File: src/sv/rgbnv_pkg.sv
// Shared types and constants of the RGB888 to NV12 converter.
// No dependencies; the other files but rgbnv_ram refer to this package.
package rgbnv_pkg;

  localparam int PIX_W = 8;       // one color component or plane byte
  localparam int POS_W = 12;      // row and column counters
  localparam int DIM_W = 13;      // dimension registers
  localparam int SUM_W = 9;       // sum of two components
  localparam int ACC_W = 16;      // weighted-sum accumulators
  localparam int DIM_LIMIT = 4096;

  // Configuration register indexes.
  localparam int CFG_INDEX_W = 1;
  localparam logic [CFG_INDEX_W-1:0] CFG_IMAGE_WIDTH  = 1'b0;
  localparam logic [CFG_INDEX_W-1:0] CFG_IMAGE_HEIGHT = 1'b1;

  localparam logic [DIM_W-1:0] IMAGE_WIDTH_RESET  = 13'd1920;
  localparam logic [DIM_W-1:0] IMAGE_HEIGHT_RESET = 13'd1080;
  localparam logic [DIM_W-1:0] DIM_MIN            = 13'd2;

  // BT.601 studio-swing weights.
  localparam logic [ACC_W-1:0] COEF_Y_R  = 16'd66;
  localparam logic [ACC_W-1:0] COEF_Y_G  = 16'd129;
  localparam logic [ACC_W-1:0] COEF_Y_B  = 16'd25;
  localparam logic [ACC_W-1:0] COEF_CB_R = 16'd38;
  localparam logic [ACC_W-1:0] COEF_CB_G = 16'd74;
  localparam logic [ACC_W-1:0] COEF_CB_B = 16'd112;
  localparam logic [ACC_W-1:0] COEF_CR_R = 16'd112;
  localparam logic [ACC_W-1:0] COEF_CR_G = 16'd94;
  localparam logic [ACC_W-1:0] COEF_CR_B = 16'd18;
  localparam logic [ACC_W-1:0] ROUND_HALF = 16'd128;
  // Rounding plus the +128 chroma offset folded in ahead of the shift.
  localparam logic [ACC_W-1:0] CHROMA_BIAS = 16'd32896;
  localparam logic [PIX_W-1:0] LUMA_OFFSET = 8'd16;

  // Result queue.
  localparam int QUEUE_DEPTH = 8;
  localparam int QUEUE_AW    = 3;
  localparam int QUEUE_CNT_W = 4;

  typedef struct packed {
    logic [PIX_W-1:0] blue;
    logic [PIX_W-1:0] green;
    logic [PIX_W-1:0] red;
  } rgb_t;

  // Line store word: blue high, red low.
  typedef struct packed {
    logic [SUM_W-1:0] blue;
    logic [SUM_W-1:0] green;
    logic [SUM_W-1:0] red;
  } pair_sum_t;

  typedef struct packed {
    logic [POS_W-1:0] row;
    logic [POS_W-1:0] column;
    logic             has_chroma;
    logic             frame_last;
  } pos_meta_t;

  typedef struct packed {
    pos_meta_t        meta;
    logic [PIX_W-1:0] luma;
    logic [PIX_W-1:0] chroma_blue;
    logic [PIX_W-1:0] chroma_red;
  } result_entry_t;

  typedef enum logic {
    EMIT_LUMA,
    EMIT_CHROMA
  } emit_phase_t;

endpackage

File: src/sv/rgbnv_color.sv
// Color math pipeline: luma and 2x2 averaging in stage A, Cb/Cr in stage B.
// Depends on rgbnv_pkg.
module rgbnv_color (
  input  logic                     clk,
  input  logic                     rst,
  input  logic                     in_valid,
  input  rgbnv_pkg::rgb_t          in_pixel,
  input  rgbnv_pkg::pair_sum_t     in_pair_sum,
  input  rgbnv_pkg::pos_meta_t     in_meta,
  input  rgbnv_pkg::pair_sum_t     line_entry,
  output logic [1:0]               pending,
  output logic                     out_valid,
  output rgbnv_pkg::result_entry_t out_entry
);

  logic [rgbnv_pkg::ACC_W-1:0] y_acc;
  logic [rgbnv_pkg::SUM_W:0]   total_r, total_g, total_b;
  logic [rgbnv_pkg::ACC_W-1:0] cb_acc, cr_acc;

  logic                        a_valid;
  logic [rgbnv_pkg::PIX_W-1:0] a_luma;
  rgbnv_pkg::rgb_t             a_avg;
  rgbnv_pkg::pos_meta_t        a_meta;

  // Stage A: luma of the current pixel, average of the 2x2 block.
  // Luma tops out at 235, so no clamp is needed.
  always_comb begin
    y_acc = rgbnv_pkg::COEF_Y_R * 16'(in_pixel.red)
          + rgbnv_pkg::COEF_Y_G * 16'(in_pixel.green)
          + rgbnv_pkg::COEF_Y_B * 16'(in_pixel.blue)
          + rgbnv_pkg::ROUND_HALF;
    total_r = {1'b0, in_pair_sum.red}   + {1'b0, line_entry.red};
    total_g = {1'b0, in_pair_sum.green} + {1'b0, line_entry.green};
    total_b = {1'b0, in_pair_sum.blue}  + {1'b0, line_entry.blue};
  end

  always_ff @(posedge clk) begin
    if (rst) begin
      a_valid <= 1'b0;
    end else begin
      a_valid <= in_valid;
    end
    a_luma      <= y_acc[15:8] + rgbnv_pkg::LUMA_OFFSET;
    a_avg.red   <= total_r[rgbnv_pkg::SUM_W:2];
    a_avg.green <= total_g[rgbnv_pkg::SUM_W:2];
    a_avg.blue  <= total_b[rgbnv_pkg::SUM_W:2];
    a_meta      <= in_meta;
  end

  // Stage B: true sums stay within 4336..61456, so modulo-2^16 math is exact
  // and the result byte (16..240) needs no clamp.
  always_comb begin
    cb_acc = rgbnv_pkg::CHROMA_BIAS
           + rgbnv_pkg::COEF_CB_B * 16'(a_avg.blue)
           - rgbnv_pkg::COEF_CB_R * 16'(a_avg.red)
           - rgbnv_pkg::COEF_CB_G * 16'(a_avg.green);
    cr_acc = rgbnv_pkg::CHROMA_BIAS
           + rgbnv_pkg::COEF_CR_R * 16'(a_avg.red)
           - rgbnv_pkg::COEF_CR_G * 16'(a_avg.green)
           - rgbnv_pkg::COEF_CR_B * 16'(a_avg.blue);
  end

  always_ff @(posedge clk) begin
    if (rst) begin
      out_valid <= 1'b0;
    end else begin
      out_valid <= a_valid;
    end
    out_entry.meta        <= a_meta;
    out_entry.luma        <= a_luma;
    out_entry.chroma_blue <= cb_acc[15:8];
    out_entry.chroma_red  <= cr_acc[15:8];
  end

  assign pending = {1'b0, a_valid} + {1'b0, out_valid};

endmodule

File: config.mk
export PLATFORM = sky130hd
export DESIGN_NAME = rgbnv_color
export DESIGN_NICKNAME = d
export VERILOG_FILES = /design/src/sv/rgbnv_pkg.sv /design/src/sv/rgbnv_color.sv
export SDC_FILE = /design/constraint.sdc
export NUM_CORES = 1
export LEC_CHECK = 0
export ABC_AREA = 1
export BUFFER_PORTS_ARGS = -buffer_cell sky130_fd_sc_hd__buf_2
export CAP_MARGIN = 30
export CORE_AREA = 4 4 171 173
export DETAILED_ROUTE_END_ITERATION = 8
export DIE_AREA = 0 0 175 177
export PLACE_DENSITY = 0.6
export SLEW_MARGIN = 0
export SYNTH_ARGS = -nofsm -noshare
export SYNTH_HDL_FRONTEND = slang
export SYNTH_SLANG_ARGS = --single-unit
File: constraint.sdc
create_clock -name clk -period 11.7 [get_ports clk]
set_clock_uncertainty 0.15 [all_clocks]
set_input_delay 0.585 -clock clk [delete_from_list [all_inputs] [get_ports clk]]
set_output_delay 0.585 -clock clk [all_outputs]
set_load 0.01 [all_outputs]
==> results.ini <==
[outcome]
status=finished, final reports clean

[timing]
rsz0062_at_grt=false
report.final.slew_viol_count=0
worst_pin_slew_ns=0.490
maxSlewHeadroom_pct=67.3
hold_viol=0
final_period_minus_worst_setup_slack_ns=5.60
tns_ns=0
fin_crit_sh_pct=47.9
fmax_mhz=179
hold-worst-slack_ns=0.173
setup_violations=0
finalWorstSetupSlack_ns=6.10

[floorplanning]
die_width_um=175
num_rows=61
die_area_sq_um=31000
ios=160
core_sq_um=27600
initial_utilization_pct=39.6
chipHeight_um=177

[cells_and_area]
nNetsFinal=1874
drive_above_1_share_pct=13.2
nFillCells=2807
fin_cells=1815
syn_to_final_growth_pct=14.2
insertedDiodeCount=0

[clock_network]
holdBufCountCts=0
cts_inserted_buffers=9
cts_buffer_depth=2
h-tree-depth=3
cts_tree=built
clock_latency_ns=0.36
ctsResizeCount=0
cts_setup_buffers=0
root_buffer=clkbuf_16
path_clk_slew_ns=0.08
cts_sinks=110

[global_route]
grt_max_degree=20
grt_remaining_overflow=0
grt_pass1_vias=8584
antenna_found_initial=0
grt_pass1_wl_mm=39.5
grt_use_total_pct=15.7

[yosys]
syn_nets=1704
ys_ff_latch=110
synth_area_leaders=ha_1 28%, dfxtp_1 20%, fa_1 16%
syn_area_sq_um=10900
synth_top_area_cell=ha_1
ys_warn_count=0
synthCells=1262
yosysMostFrequentCell=inv_1
ys.flop_type=dfxtp_1
async_flop_share_pct=0
synthTopCellsByCount=253 x inv_1, 248 x ha_1, 213 x nand2_1
netlist.area_leader.share_pct=28.4
synth_edf_count=0
avgSynthCellArea_sq_um=8.67
ys_seq_area_share_pct=20.1
synth_cell_types=35

[run]
max_cap_viol_count=0

[detailed_routing]
wire_per_inst_um=12.9
vias=8354
wl_mm=23.3
vias_per_cell=4.60
drcViolationCount=0
ant_nets=0
dr.first_iter.drc_count=295
dr.pass1.iters=5

[worst_setup_path]
crit_chain=fa_1 > inv_1 > fa_1 > fa_1 > inv_1 > ha_1 > a21oi_1 > o21ai_0 > a21oi_1 > nor2_1 > nor2_1 > xor2_1 > fa_1 > ha_1 > ha_1 > nand2_1 > nand2_1 > a21oi_1 > o21ai_0 > a21oi_1 > nand2_1 > xor2_1
slowest_delay_ns=0.59
cp-startpoint=a_avg[15]$_DFF_P_
end_kind=register
rr_startpoint=a_avg[15]$_DFF_P_
required_ns=11.79
crit_type=register to register
crit_path_top_delay_cell=dfxtp_1
cpLargestDelayFamily=adder cells
path_buf_inv=2
critical_path.max_fanout=8
worstPathArrival_ns=5.69
start_kind=register

[placement]
post-place-ws_ns=5.82
placed_cells=1799
dp_hpwl_mm=20.5
place.port_buffers=159
gp_congestion=0.871

[hold_path]
worstHoldStart=in_meta[18]
min_path_type=input port to register

## layout by cell type, fill, tap and decap left out, drive strengths merged, types with 3 or more instances in the layout
| cell | n |
|---|---|
| nor3 | 7 |
| nand3b | 4 |
| a21o | 6 |
| o21bai | 9 |
| and2 | 3 |
| ha | 248 |
| xnor2 | 27 |
| nor2 | 50 |
| xor2 | 56 |
| o21ai | 19 |
| inv | 258 |
| a31oi | 3 |
| fa | 87 |
| a21oi | 75 |
| nand2 | 219 |
| nand3 | 56 |
| clkbuf | 10 |
| a221oi | 3 |
| a211oi | 3 |
| nand4 | 11 |
| dfxtp | 110 |
| buf | 159 |
| clkinv | 4 |
## worst paths after layout
check	to	slack (ns)	cells past startpoint
hold / removal	a_meta[18]$_DFF_P_	0.17	1
setup reg to reg	out_entry[6]$_DFF_P_	6.10	22
hold reg to reg	out_entry[48]$_DFF_P_	0.18	0
setup / recovery	out_entry[6]$_DFF_P_	6.10	22
## metal layers
| layer | share of wire, % | global-route usage [%] |
|---|---|---|
| met3 | 3.9 | 2.54 |
| met1 | 45 | 20.0 |
| met2 | 50 | 27.8 |
| met4 | 1.6 | 3.93 |
| met5 | 0 | 0 |
## per-stage QoR
stage               util (%)  area [sq um]
floorplan                  -         10900
global placement        44.2         12200
detailed placement      44.2         12200
CTS                     45.2         12500
global route            45.2         12500
finish                  45.2         12500
## cell families after synthesis
| group | share of synthesized area, % |
|---|---|
| AOI/OAI and AO/OA | 6.52 |
| xor gates and xnor gates | 6.64 |
| adders and majority gates | 44.3 |
| buffers and inverters | 8.78 |
| DFF | 20.1 |
| and+or+nand+nor | 13.7 |
## layout make-up
type / instances / area, sq um / share of cell area (%)
repair buffers: 159 / 796 / 6.37
clock inverters: 6 / 56.3 / 0.451
multi-input cells: 896 / 7780 / 62.3
well taps: 378 / 473 / 3.78
inverters: 256 / 961 / 7.69
clock buffers: 10 / 229 / 1.83
flip-flops and latches: 110 / 2200 / 17.6
## registers in the layout, indices dropped and copies added, names as in the netlist
signal and flops:
a_valid 1, a_meta 26, out_valid 1, a_luma 8, out_entry 50, a_avg 24
Power is not shown: default switching activity piles up to over one toggle a cycle in this logic, so the estimate is an artifact.
