[config.mk]
export PLATFORM = sky130hd
export DESIGN_NAME = rgbnv_result_queue_flat
export DESIGN_NICKNAME = d
export VERILOG_FILES = /design/src/sv/rgbnv_pkg.sv /design/src/sv/rgbnv_if.sv /design/src/sv/rgbnv_result_queue.sv /design/src/flat_wrapper.sv
export SDC_FILE = /design/constraint.sdc
export NUM_CORES = 1
export LEC_CHECK = 0
export BUFFER_PORTS_ARGS = -buffer_cell sky130_fd_sc_hd__buf_2
export CAP_MARGIN = 5
export CORE_ASPECT_RATIO = 0.9
export CORE_MARGIN = 1.5
export CORE_UTILIZATION = 41
export DETAILED_ROUTE_END_ITERATION = 10
export SYNTH_ARGS = -nofsm -noshare
export SYNTH_HDL_FRONTEND = slang
export SYNTH_SLANG_ARGS = --single-unit
[constraint.sdc]
create_clock -name clk -period 4.46 [get_ports clk]
set_clock_uncertainty 0.1 [all_clocks]
set_input_delay 0.223 -clock clk [delete_from_list [all_inputs] [get_ports clk]]
set_output_delay 0.223 -clock clk [all_outputs]
set_load 0.1 [all_outputs]
[src/sv/rgbnv_pkg.sv]
// Shared types and constants of the RGB888 to NV12 converter.
// No dependencies; the other files but rgbnv_ram refer to this package.
package rgbnv_pkg;

  localparam int PIX_W = 8;       // one color component or plane byte
  localparam int POS_W = 12;      // row and column counters
  localparam int DIM_W = 13;      // dimension registers
  localparam int SUM_W = 9;       // sum of two components
  localparam int ACC_W = 16;      // weighted-sum accumulators
  localparam int DIM_LIMIT = 4096;

  // Configuration register indexes.
  localparam int CFG_INDEX_W = 1;
  localparam logic [CFG_INDEX_W-1:0] CFG_IMAGE_WIDTH  = 1'b0;
  localparam logic [CFG_INDEX_W-1:0] CFG_IMAGE_HEIGHT = 1'b1;

  localparam logic [DIM_W-1:0] IMAGE_WIDTH_RESET  = 13'd1920;
  localparam logic [DIM_W-1:0] IMAGE_HEIGHT_RESET = 13'd1080;
  localparam logic [DIM_W-1:0] DIM_MIN            = 13'd2;

  // BT.601 studio-swing weights.
  localparam logic [ACC_W-1:0] COEF_Y_R  = 16'd66;
  localparam logic [ACC_W-1:0] COEF_Y_G  = 16'd129;
  localparam logic [ACC_W-1:0] COEF_Y_B  = 16'd25;
  localparam logic [ACC_W-1:0] COEF_CB_R = 16'd38;
  localparam logic [ACC_W-1:0] COEF_CB_G = 16'd74;
  localparam logic [ACC_W-1:0] COEF_CB_B = 16'd112;
  localparam logic [ACC_W-1:0] COEF_CR_R = 16'd112;
  localparam logic [ACC_W-1:0] COEF_CR_G = 16'd94;
  localparam logic [ACC_W-1:0] COEF_CR_B = 16'd18;
  localparam logic [ACC_W-1:0] ROUND_HALF = 16'd128;
  // Rounding plus the +128 chroma offset folded in ahead of the shift.
  localparam logic [ACC_W-1:0] CHROMA_BIAS = 16'd32896;
  localparam logic [PIX_W-1:0] LUMA_OFFSET = 8'd16;

  // Result queue.
  localparam int QUEUE_DEPTH = 8;
  localparam int QUEUE_AW    = 3;
  localparam int QUEUE_CNT_W = 4;

  typedef struct packed {
    logic [PIX_W-1:0] blue;
    logic [PIX_W-1:0] green;
    logic [PIX_W-1:0] red;
  } rgb_t;

  // Line store word: blue high, red low.
  typedef struct packed {
    logic [SUM_W-1:0] blue;
    logic [SUM_W-1:0] green;
    logic [SUM_W-1:0] red;
  } pair_sum_t;

  typedef struct packed {
    logic [POS_W-1:0] row;
    logic [POS_W-1:0] column;
    logic             has_chroma;
    logic             frame_last;
  } pos_meta_t;

  typedef struct packed {
    pos_meta_t        meta;
    logic [PIX_W-1:0] luma;
    logic [PIX_W-1:0] chroma_blue;
    logic [PIX_W-1:0] chroma_red;
  } result_entry_t;

  typedef enum logic {
    EMIT_LUMA,
    EMIT_CHROMA
  } emit_phase_t;

endpackage

[src/sv/rgbnv_if.sv]


interface rgbnv_result_if;
  logic                        valid;
  logic                        ready;
  logic                        is_chroma;
  logic [rgbnv_pkg::POS_W-1:0] out_row;
  logic [rgbnv_pkg::POS_W-1:0] out_column;
  logic [rgbnv_pkg::PIX_W-1:0] luma;
  logic [rgbnv_pkg::PIX_W-1:0] chroma_blue;
  logic [rgbnv_pkg::PIX_W-1:0] chroma_red;
  logic                        run_last;
  logic                        frame_last;

  modport source (output valid, output is_chroma, output out_row, output out_column,
                  output luma, output chroma_blue, output chroma_red,
                  output run_last, output frame_last, input ready);
  modport sink (input valid, input is_chroma, input out_row, input out_column,
                input luma, input chroma_blue, input chroma_red,
                input run_last, input frame_last, output ready);
endinterface

[src/sv/rgbnv_result_queue.sv]
// Result queue: one entry per pixel, unpacked into a luma and an optional
// chroma transaction on the result channel. Depends on rgbnv_pkg, rgbnv_if.
module rgbnv_result_queue (
  input  logic                                clk,
  input  logic                                rst,
  input  logic                                push,
  input  rgbnv_pkg::result_entry_t            push_entry,
  output logic [rgbnv_pkg::QUEUE_CNT_W-1:0]   occupancy,
  rgbnv_result_if.source                      result
);

  rgbnv_pkg::result_entry_t             slots [rgbnv_pkg::QUEUE_DEPTH];
  rgbnv_pkg::result_entry_t             head_entry;
  logic [rgbnv_pkg::QUEUE_AW-1:0]       head, tail;
  rgbnv_pkg::emit_phase_t               phase, phase_next;
  logic                                 pop_item, pop_entry;

  assign head_entry = slots[head];
  assign pop_item   = result.valid && result.ready;
  assign pop_entry  = pop_item && (phase == rgbnv_pkg::EMIT_CHROMA ||
                                   !head_entry.meta.has_chroma);

  always_ff @(posedge clk) begin
    if (push) begin
      slots[tail] <= push_entry;
    end
  end

  always_ff @(posedge clk) begin
    if (rst) begin
      head      <= '0;
      tail      <= '0;
      occupancy <= '0;
      phase     <= rgbnv_pkg::EMIT_LUMA;
    end else begin
      if (push) begin
        tail <= tail + 1'b1;
      end
      if (pop_entry) begin
        head <= head + 1'b1;
      end
      occupancy <= occupancy + {{(rgbnv_pkg::QUEUE_CNT_W-1){1'b0}}, push}
                             - {{(rgbnv_pkg::QUEUE_CNT_W-1){1'b0}}, pop_entry};
      phase <= phase_next;
    end
  end

  // Next state.
  always_comb begin
    phase_next = phase;
    case (phase)
      rgbnv_pkg::EMIT_LUMA: begin
        if (pop_item && head_entry.meta.has_chroma) begin
          phase_next = rgbnv_pkg::EMIT_CHROMA;
        end
      end
      rgbnv_pkg::EMIT_CHROMA: begin
        if (pop_item) begin
          phase_next = rgbnv_pkg::EMIT_LUMA;
        end
      end
      default: phase_next = rgbnv_pkg::EMIT_LUMA;
    endcase
  end

  // Outputs.
  always_comb begin
    result.valid       = (occupancy != '0);
    result.is_chroma   = 1'b0;
    result.out_row     = head_entry.meta.row;
    result.out_column  = head_entry.meta.column;
    result.luma        = head_entry.luma;
    result.chroma_blue = '0;
    result.chroma_red  = '0;
    result.run_last    = !head_entry.meta.has_chroma;
    result.frame_last  = !head_entry.meta.has_chroma && head_entry.meta.frame_last;
    case (phase)
      rgbnv_pkg::EMIT_LUMA: begin
      end
      rgbnv_pkg::EMIT_CHROMA: begin
        result.is_chroma   = 1'b1;
        result.out_row     = {1'b0, head_entry.meta.row[rgbnv_pkg::POS_W-1:1]};
        result.out_column  = {head_entry.meta.column[rgbnv_pkg::POS_W-1:1], 1'b0};
        result.luma        = '0;
        result.chroma_blue = head_entry.chroma_blue;
        result.chroma_red  = head_entry.chroma_red;
        result.run_last    = 1'b1;
        result.frame_last  = head_entry.meta.frame_last;
      end
      default: begin
      end
    endcase
  end

endmodule

[src/flat_wrapper.sv]
// flat-port wrapper written by rule: the top's interface ports become plain ports
module rgbnv_result_queue_flat 
  (clk, rst, push, push_entry, occupancy, result_valid, result_is_chroma, result_out_row, result_out_column, result_luma, result_chroma_blue, result_chroma_red, result_run_last, result_frame_last, result_ready);
  rgbnv_result_if result_i ();
  input  logic clk;
  input  logic rst;
  input  logic push;
  input  rgbnv_pkg::result_entry_t push_entry;
  output logic [rgbnv_pkg::QUEUE_CNT_W-1:0] occupancy;
  output wire logic [$bits(result_i.valid)-1:0] result_valid;
  output wire logic [$bits(result_i.is_chroma)-1:0] result_is_chroma;
  output wire logic [$bits(result_i.out_row)-1:0] result_out_row;
  output wire logic [$bits(result_i.out_column)-1:0] result_out_column;
  output wire logic [$bits(result_i.luma)-1:0] result_luma;
  output wire logic [$bits(result_i.chroma_blue)-1:0] result_chroma_blue;
  output wire logic [$bits(result_i.chroma_red)-1:0] result_chroma_red;
  output wire logic [$bits(result_i.run_last)-1:0] result_run_last;
  output wire logic [$bits(result_i.frame_last)-1:0] result_frame_last;
  input wire logic [$bits(result_i.ready)-1:0] result_ready;
  assign result_valid = result_i.valid;
  assign result_is_chroma = result_i.is_chroma;
  assign result_out_row = result_i.out_row;
  assign result_out_column = result_i.out_column;
  assign result_luma = result_i.luma;
  assign result_chroma_blue = result_i.chroma_blue;
  assign result_chroma_red = result_i.chroma_red;
  assign result_run_last = result_i.run_last;
  assign result_frame_last = result_i.frame_last;
  assign result_i.ready = result_ready;
  rgbnv_result_queue u_core (.clk(clk), .rst(rst), .push(push), .push_entry(push_entry), .occupancy(occupancy), .result(result_i));
endmodule
==> metrics.csv, run 1 <==
stage,metric,value,unit
run_status,status,completed,
timing,max_freq,276.7,MHz
clocking,clk_pin_slew,0.06,ns
clocking,post_cts.repair.setup_buffers,0,
global_route,overflow,0,
logic_synthesis,yosys_warnings,0,
finish,area_growth,19.56,%
logic_synthesis,synth.distinct_cells,36,
timing,rsz0062_at_grt,no,
critical_path,critPathSlowestCell,dfxtp_4,
finish,drive_above_1_share,33.12,%
worst_hold_path,hp-start,push_entry[37],
floorplanning,die_y,190.3,um
critical_path,endpoint_kind,primary output,
floorplanning,io_pins,110,
flow_run,max_cap_violations,0,
critical_path,crit_type,flip-flop to primary output,
clocking,clock_path_buffers,3,
finish,final_common_cell,edfxtp_1,
finish,seqCellArea,12300,um^2
clocking,cts_buffers,42,
timing,hold_slack,0.3584,ns
route,detail-route-antenna-nets,0,
timing,timing.slew.headroom,30.51,%
logic_synthesis,syn_area,15980,um^2
timing,finalMaxSlewViolations,0,
floorplanning,fp.dieW,211.1,um
worst_hold_path,hold_path_class,primary input to flip-flop,
global_route,track_usage,16.69,%
timing,finalCritPeriodShare,81.03,%
global_route,antenna_found_initial,1,
finish,multi_input_comb_area,3567,um^2
placement,dp_hpwl,18.25,mm
power_and_ir_drop,p_leak,6.110,nW
finish,final_cells,1464,
route,wl_per_cell,22.34,um
logic_synthesis,synthCells,716,
finish,fill_cells,3110,
timing,setup_viol,0,
timing,min_period,3.614,ns
global_route,grt_pass1_vias,7838,
power_and_ir_drop,powerDensity,597.6,nW/um^2
finish,final_cell_mix,"400 x edfxtp_1, 109 x buf_2, 99 x mux4_2, 54 x dlygate4sd3_1, 49 x mux2i_1",
floorplanning,initial_core_util,41.63,%
critical_path,cpPeakStageDelay,0.73,ns
critical_path,crit_fanout,37,
finish,final_nets,968,
global_route,grt_pass1_wl,48.80,mm
route,vias,7574,
finish,postLayoutCoreUtil,49.78,%
route,via_per_inst,5.173,
placement,port_buffers,109,
clocking,clock_tree.root_cell,clkbuf_16,
clocking,htreeDepth,2,
timing,finalSetupTns,0,ns
logic_synthesis,yosysSeqAreaShare,76.94,%
finish,num_antenna_cells,0,
route,drt_wl_total,32.70,mm
clocking,cts_tree,yes,
critical_path,required,4.14,ns
critical_path,reg2regPathDepth,9,
worst_hold_path,worstHoldEndpoint,u_core.slots[7][37]$_DFFE_PP_,
critical_path,start_kind,flip-flop,
critical_path,crit_chain,"buf_4, mux4_2, mux2i_1, nor2_1, buf_2",
critical_path,arrival,3.29,ns
clocking,clock_sinks,414,
route,first_pass_iters,5,
logic_synthesis,syn_nets,777,
power_and_ir_drop,finalPower,0.01142,W
critical_path,path_buf_inv,2,
critical_path,r2r_end,u_core.occupancy[2]$_SDFF_PP0_,
critical_path,reg2reg_slack,1.20,ns
logic_synthesis,avgSynthCellArea,22.31,um^2
power_and_ir_drop,vdd_drop_max,439.4,uV
placement,placed_cells_incl_taps,1334,
timing,tightestPinTransition,1.040,ns
worst_hold_path,hold_depth,2,
global_route,grt_max_degree,53,
timing,hold_viol_final,0,
placement,place.gp.congestion,0.7115,
critical_path,path_delay_family,buffers and inverters,
route,drtIter0Drc,612,
logic_synthesis,ys_seq_elements,414,
floorplanning,coreArea,38370,um^2
route,drc,0,
floorplanning,die_area,40160,um^2
clocking,clk_latency,0.56,ns
floorplanning,fp-row-count,68,
report_power, final:
group	switching (W)	internal [W]	leakage, nW	total, W
clock network	0.00142	0.00184	0.627	0.00326
logic	0.00249	0.00109	1.73	0.00359
registers	0.000168	0.00440	3.75	0.00457
metal layers:
metal	wire length (um)	vias to the layer above	track usage, %
li1	-	3370	-
met1	15150	3973	23.46
met2	15360	176	26.62
met3	1427	53	3.063
met4	756	2	5.302
met5	7	-	0
synthesized netlist by cell type, drive strengths merged:
library cell  instances  area [um^2]
a311oi                1        8.760
dfxtp                14        280.3
and4b                 1        10.01
o2bb2ai               1        8.760
nand4                 3        18.77
edfxtp              400        12010
xor2                  2        17.52
nor3b                 3        22.52
a311o                 2        20.02
a221oi                1        26.28
fa                    1        20.02
mux2i                49        490.5
nand3                 1        5.000
or4                   4        30.03
nor2b                20        125.1
nor3                  3        15.01
mux4                 99         2230
and2                  1        6.260
mux2                 12        135.1
ha                    6        75.07
nor2                 26        97.59
a21o                  1        7.510
nand2                 8        30.03
nand4b                1        8.760
nand2b                5        31.28
o22a                  1        8.760
a21oi                 4        20.02
buf                  19        97.60
inv                   6        22.52
clkbuf               17        63.81
o21ai                 1        5.000
or3b                  1        8.760
xnor2                 2        17.52
repair_timing:
| action | 4_1_cts | 5_1_grt |
|---|---|---|
| hold buffers | 54 | 0 |
| gates resized for setup | 0 | 0 |
| setup endpoints to repair | 0 | 0 |
| hold endpoints to repair | 408 | 0 |
flip-flops by register name, summed over array words and instances (netlist names), named ones only:
| name | count |
|---|---|
| u_core.head | 3 |
| u_core.occupancy | 4 |
| u_core.phase | 1 |
| u_core.slots | 400 |
| u_core.tail | 3 |
cell families after synthesis:
kind of cell	count (synthesis)	synth area share, %
AOI/OAI and AO/OA	12	0.6580
adders and majority gates	7	0.5952
buffers and inverters	42	1.151
muxes	160	17.87
xor gates and xnor gates	4	0.2193
and+or+nand+nor	77	2.561
DFF	414	76.94
layout make-up:
cell class | instances | share of cell area (%)
Inverter | 6 | 0.1179
Multi-Input combinational cell | 260 | 18.68
Clock buffer | 53 | 5.882
Tap cell | 525 | 3.439
Clock inverter | 23 | 0.7992
Sequential cell | 414 | 64.42
Timing Repair Buffer | 183 | 6.668
per-stage QoR:
step | cell area [um^2] | setup slack (ns)
floorplan | 15990 | 0.3155
global route | 19100 | 0.5424
detailed placement | 17280 | 1.158
global placement | 17280 | 1.163
finish | 19100 | 0.8461
CTS | 19100 | 0.6930
worst max-delay path by stage:
stage	start	endpoint	slack, ns	depth (start not counted)
global placement	flip-flop	u_core.occupancy[2]$_SDFF_PP0_	1.16	9
CTS	flip-flop	result_frame_last	0.69	5
finish	flip-flop	result_frame_last	0.85	5
global route	flip-flop	result_frame_last	0.54	5
detailed placement	flip-flop	u_core.occupancy[2]$_SDFF_PP0_	1.16	9
floorplan	u_core.occupancy[2]$_SDFF_PP0_	u_core.occupancy[2]$_SDFF_PP0_	0.32	12
Note: power is estimated with default switching activity, not from simulation.
==> run 2, diff against run 1 <==
--- a/config.mk
+++ b/config.mk
@@ -5,6 +5,7 @@
 export SDC_FILE = /design/constraint.sdc
 export NUM_CORES = 1
 export LEC_CHECK = 0
+export ABC_AREA = 1
 export BUFFER_PORTS_ARGS = -buffer_cell sky130_fd_sc_hd__buf_2
 export CAP_MARGIN = 5
 export CORE_ASPECT_RATIO = 0.9
==> constraint.sdc (replaced) <==
create_clock -name clk -period 3.7 [get_ports clk]
set_clock_uncertainty 0.1 [all_clocks]
set_input_delay 0.185 -clock clk [delete_from_list [all_inputs] [get_ports clk]]
set_output_delay 0.185 -clock clk [all_outputs]
set_load 0.1 [all_outputs]
==> metrics.csv, run 2 <==
stage,metric,value,unit
critical_path,endpoint,result_out_column[0],
finish,top_register,u_core.slots,
timing,finalCritPeriodShare,86.60,%
logic_synthesis,yosysMostFrequentCell,edfxtp_1,
flow_run,max_cap_violations,0,
timing,finalSetupTns,0,ns
finish,final_common_cell,edfxtp_1,
global_route,use_met1,27.09,%
critical_path,r2r_end,u_core.occupancy[2]$_SDFF_PP0_,
route,vias,10340,
finish,final_cell_mix,"400 x edfxtp_1, 261 x nor2_1, 211 x o21ai_0, 114 x nand2_1, 109 x buf_2",
critical_path,arrival,2.92,ns
clocking,cts_tree,yes,
critical_path,start_kind,flip-flop,
critical_path,required,3.41,ns
global_route,use_met2,29.37,%
critical_path,cp_num_cells,7,
global_route,track_usage,18.73,%
logic_synthesis,ys_seq_elements,414,
global_route,use_met3,2.992,%
route,first_pass_iters,5,
logic_synthesis,synth.distinct_cells,26,
finish,drive_above_1_share,14.44,%
route,via_per_inst,5.239,
timing,finalMaxSlewViolations,0,
placement,dp_hpwl,19.19,mm
placement,port_buffers,109,
finish,fill_cells,3430,
placement,placed_cells_incl_taps,1847,
timing,rsz0062_at_grt,no,
placement,place.gp.congestion,0.7341,
critical_path,crit_chain,"inv_2, buf_4, o21ai_0, o22ai_1, nor2_1, nor2_1, buf_2",
route,drc,0,
timing,timing.slew.headroom,37.32,%
clocking,clk_latency,0.53,ns
timing,max_freq,312.1,MHz
logic_synthesis,yosys.area.top_type,edfxtp_1,
finish,final_nets,1472,
global_route,grt_pass1_vias,10020,
global_route,busiest_layer,met2,
logic_synthesis,syn_nets,1325,
critical_path,critPathSlowestCell,buf_4,
logic_synthesis,yosys_warnings,0,
logic_synthesis,syn_area,16280,um^2
global_route,grt_pass1_wl,58.05,mm
route,drt_wl_total,37.97,mm
clocking,clock_path_buffers,3,
worst_hold_path,hold_path_class,primary input to flip-flop,
route,drtIter0Drc,903,
timing,setup_viol,0,
global_route,antenna_found_initial,3,
worst_hold_path,hp-start,result_ready,
route,wl_per_cell,19.24,um
logic_synthesis,synth_area_leaders,"edfxtp_1 74%, o21ai_0 6.5%, nor2_1 6.2%",
finish,multi_input_comb_area,3527,um^2
logic_synthesis,synth_top_cell_area_share,73.78,%
critical_path,cpPeakStageDelay,0.62,ns
clocking,clk_pin_slew,0.06,ns
critical_path,endpoint_kind,primary output,
global_route,overflow,0,
power_and_ir_drop,p_leak,6.694,nW
finish,final_cells,1974,
finish,reg_top3,"u_core.slots x400, u_core.occupancy x4",
power_and_ir_drop,powerDensity,762.2,nW/um^2
clocking,cts_buffers,42,
timing,hold_viol_final,0,
floorplanning,fp-row-count,69,
timing,min_period,3.204,ns
critical_path,reg2reg_slack,0.95,ns
timing,tightestPinTransition,0.9403,ns
clocking,clock_tree.root_cell,clkbuf_16,
logic_synthesis,synthFlopType,edfxtp_1,
critical_path,path_delay_family,buffers and inverters,
critical_path,path_common_cell,nor2_1,
critical_path,path_buf_inv,3,
floorplanning,coreArea,39280,um^2
power_and_ir_drop,vdd_drop_max,879.9,uV
finish,largest_reg_flops,400,
global_route,grt_max_degree,73,
floorplanning,fp.dieW,213.0,um
logic_synthesis,yosysSeqAreaShare,75.51,%
critical_path,crit_fanout,67,
critical_path,reg2regPathDepth,12,
finish,area_growth,17.99,%
logic_synthesis,synthCells,1264,
clocking,post_cts.repair.setup_buffers,0,
critical_path,crit_type,flip-flop to primary output,
logic_synthesis,synth_common_cells,"400 x edfxtp_1, 269 x nor2_1, 212 x o21ai_0",
run_status,status,completed,
route,detail-route-antenna-nets,0,
floorplanning,die_area,40910,um^2
finish,seqCellArea,12300,um^2
clocking,htreeDepth,2,
clocking,clock_sinks,414,
logic_synthesis,async_reset_ff_share,0,%
logic_synthesis,synth_edf_count,400,
logic_synthesis,avgSynthCellArea,12.88,um^2
floorplanning,io_pins,110,
floorplanning,die_y,192.0,um
floorplanning,initial_core_util,41.44,%
## run 2: power breakdown
| part | internal [W] | switching, W | leakage [nW] |
|---|---|---|---|
| logic | 0.00101 | 0.00418 | 2.30 |
| clock network | 0.00242 | 0.00166 | 0.644 |
| registers | 0.00529 | 0.0000800 | 3.75 |
## run 2: cells by family after synthesis
group	share of synthesized area, %
compound gates	11.14
xor+xnor	0.05381
fa+ha+maj	0.5841
buf+inv	3.197
flops	75.51
simple gates	9.515
## run 2: worst min-delay path by stage
stage	endpoint	slack, ns	cells past startpoint
after floorplan	u_core.occupancy[1]$_SDFF_PP0_	0.15	1
after global placement	u_core.occupancy[1]$_SDFF_PP0_	0.31	2
after global routing	u_core.head[2]$_SDFFE_PP0P_	0.17	6
final	u_core.phase$_SDFF_PP0_	0.14	4
after CTS	flip-flop	0.1	6
after detailed placement	u_core.occupancy[1]$_SDFF_PP0_	0.33	2
## run 2: stage by stage
stage                     setup slack, ns  hold WS, ns  power, W  utilization (%)  area [um^2]
final                              0.4959       0.1354   0.01464            48.90        19210
after global routing               0.2778       0.1659   0.01530            48.90        19210
after CTS                          0.4163      0.09885   0.01475            48.89        19200
after detailed placement           0.9740       0.3339   0.01062            44.20        17360
after global placement              1.006       0.3098   0.01058            44.20        17360
after floorplan                   0.04931       0.1517  0.009647                -        16280
## run 2: timing repair
item                                    CTS  global route
endpoints found under the setup margin    0             0
gates resized for setup                   0             0
endpoints found under the hold margin   406             0
hold buffers                             52             0
## run 2: per-layer routing
metal	vias to the layer above	part of all wire (%)
met5	-	0.026
met4	2	1.8
met2	296	46
li1	4892	-
met1	5093	46
met3	58	5.7
## run 2: layout make-up
| class | count | area share, % |
|---|---|---|
| Sequential cell | 414 | 64.04 |
| Inverter | 26 | 0.5211 |
| Clock buffer | 58 | 6.116 |
| Tap cell | 532 | 3.465 |
| Timing Repair Buffer | 184 | 6.709 |
| Clock inverter | 15 | 0.7621 |
| Antenna cell | 2 | 0.02606 |
| Multi-Input combinational cell | 743 | 18.36 |
## run 2: worst register-to-register path, delay by kind of cell (launching register included)
kind                       cells  cell delay (ns)
xor gates and xnor gates       1             0.17
adders and majority gates      2             0.57
buffers and inverters          3             0.77
DFF                            1             0.33
and+or+nand+nor                6             0.70
==> run 3, diff against run 2 <==
--- a/config.mk
+++ b/config.mk
@@ -8,10 +8,10 @@
 export ABC_AREA = 1
 export BUFFER_PORTS_ARGS = -buffer_cell sky130_fd_sc_hd__buf_2
 export CAP_MARGIN = 5
-export CORE_ASPECT_RATIO = 0.9
-export CORE_MARGIN = 1.5
+export CORE_MARGIN = 4
 export CORE_UTILIZATION = 41
 export DETAILED_ROUTE_END_ITERATION = 10
+export HOLD_SLACK_MARGIN = 0.03
 export SYNTH_ARGS = -nofsm -noshare
 export SYNTH_HDL_FRONTEND = slang
 export SYNTH_SLANG_ARGS = --single-unit
==> metrics.csv, run 3 (synthesis results as in run 2) <==
stage,metric,value,unit
critical_path,crit_type,flip-flop to primary output,
route,met2_length,19.12,mm
power_and_ir_drop,p_leak,6.737,nW
timing,max_freq,297.3,MHz
clocking,clk_pin_slew,0.06,ns
finish,stdcell_area,19280,um^2
run_status,status,completed,
timing,finalMaxSlewViolations,0,
timing,setup_viol,0,
critical_path,required,3.41,ns
finish,area_growth,18.41,%
timing,tightestPinTransition,0.9036,ns
finish,final_common_cell,edfxtp_1,
critical_path,critPathSlowestCell,dfxtp_4,
critical_path,path_common_cell,nor2_1,
finish,final_nets,1478,
placement,dp_hpwl,19.89,mm
floorplanning,die_area,42960,um^2
critical_path,start_kind,flip-flop,
route,via_per_inst,5.272,
global_route,antenna_found_initial,4,
flow_run,max_cap_violations,0,
placement,port_buffers,109,
finish,reg_top3,"u_core.slots x400, u_core.occupancy x4",
finish,largest_reg_flops,400,
clocking,clock_tree.root_cell,clkbuf_16,
timing,timing.slew.headroom,39.76,%
timing,hold_viol_final,0,
timing,rsz0062_at_grt,no,
clocking,clock_path_buffers,3,
critical_path,endpoint_kind,primary output,
clocking,cts_hold_buf,54,
timing,min_period,3.364,ns
critical_path,path_delay_family,buffers and inverters,
clocking,clock_sinks,414,
global_route,grt_max_degree,94,
route,wl_per_cell,19.59,um
timing,finalCritPeriodShare,90.91,%
clocking,clk_latency,0.53,ns
finish,top_register,u_core.slots,
route,wirelength_met1,16.68,mm
route,drtIter0Drc,714,
clocking,cts_buffers,43,
global_route,track_usage,17.49,%
clocking,cts_resized,0,
critical_path,path_buf_inv,2,
critical_path,crit_fanout,68,
finish,final_cell_mix,"400 x edfxtp_1, 261 x nor2_1, 211 x o21ai_0, 114 x nand2_1, 109 x buf_2",
placement,dpl-instance-area,17340,um^2
route,vias,10380,
critical_path,crit_chain,"buf_4, nor2_1, nor2_1, o21ai_0, o211ai_1, o21ai_1, nor2_1, buf_2",
timing,hold_slack,0.3379,ns
floorplanning,fp-row-count,72,
floorplanning,initial_core_util,41.83,%
placement,place.gp.congestion,0.7387,
critical_path,arrival,3.08,ns
route,drc,0,
floorplanning,io_pins,110,
floorplanning,fp.dieW,207.3,um
power_and_ir_drop,powerDensity,768.5,nW/um^2
finish,drive_above_1_share,14.58,%
route,detail-route-antenna-nets,0,
power_and_ir_drop,vdd_drop_max,625.6,uV
timing,finalSetupTns,0,ns
global_route,grt_pass1_vias,10280,
clocking,post_cts.repair.setup_buffers,0,
clocking,cts_tree,yes,
worst_hold_path,hold_path_class,primary input to flip-flop,
route,first_pass_iters,4,
floorplanning,die_y,207.3,um
clocking,htreeDepth,2,
global_route,grt_pass1_wl,59.64,mm
floorplanning,coreArea,38920,um^2
route,routed.top_layer,met4,
critical_path,cpPeakStageDelay,0.64,ns
route,dr_wl_met3,1.895,mm
route,drt_wl_total,38.56,mm
global_route,overflow,0,
## run 3: changes by cell type in the layout (fill, tap and decap cells not counted)
cell	delta
clkinv_2	-3
clkinv_4	+1
inv_4	-1
bufinv_16	+2
inv_6	+1
buf_4	+5
clkinv_1	+5
dlygate4sd3_1	+2
buf_12	-2
diode_2	+2
clkbuf_1	-3
## run 3: area by class of cell
class / count / area [um^2]
tap: 518 / 648.1
timing repair buffer: 189 / 1306
clock buffer: 55 / 1164
fill: 3482 / 19640
sequential: 414 / 12300
antenna: 4 / 10.01
clock inverter: 20 / 219.0
inverter: 26 / 102.6
multi-input combinational: 743 / 3527
## run 3: worst paths after layout
| kind | from | end | slack, ns | depth (start not counted) |
|---|---|---|---|---|
| max | flip-flop | result_out_row[11] | 0.34 | 8 |
| min | rst | u_core.occupancy[1]$_SDFF_PP0_ | 0.34 | 3 |
| max reg2reg | flip-flop | u_core.occupancy[0]$_SDFF_PP0_ | 0.84 | 14 |
| min reg2reg | u_core.tail[0]$_SDFFE_PP0P_ | u_core.tail[0]$_SDFFE_PP0P_ | 0.39 | 2 |
## run 3: worst min-delay path, stage by stage
cell and delay [ns]:
dlygate4sd3_1 0.53, buf_2 0.16, nor2_1 0.05
## run 3: layer usage
metal / track usage, % / up-vias
met5: 0 / -
met2: 30.00 / 259
li1: - / 4906
met4: 5.290 / 0
met3: 2.962 / 58
met1: 23.04 / 5157
## run 3: power breakdown
part / leakage [nW] / total (W) / internal, W / switching (W)
combinational: 2.32 / 0.00520 / 0.00101 / 0.00419
sequential: 3.75 / 0.00538 / 0.00529 / 0.0000957
clock: 0.669 / 0.00423 / 0.00256 / 0.00167
total: 6.74 / 0.0148 / 0.00886 / 0.00596
## run 3: metrics by stage
stage	cells	setup slack [ns]	power (W)	util, %
floorplan	1264	0.04931	0.009647	-
global placement	1836	0.8662	0.01060	44.57
detailed placement	1836	0.8434	0.01065	44.57
CTS	1965	0.2739	0.01494	49.51
global route	1969	0.06708	0.01550	49.53
finish	1969	0.3362	0.01482	49.53
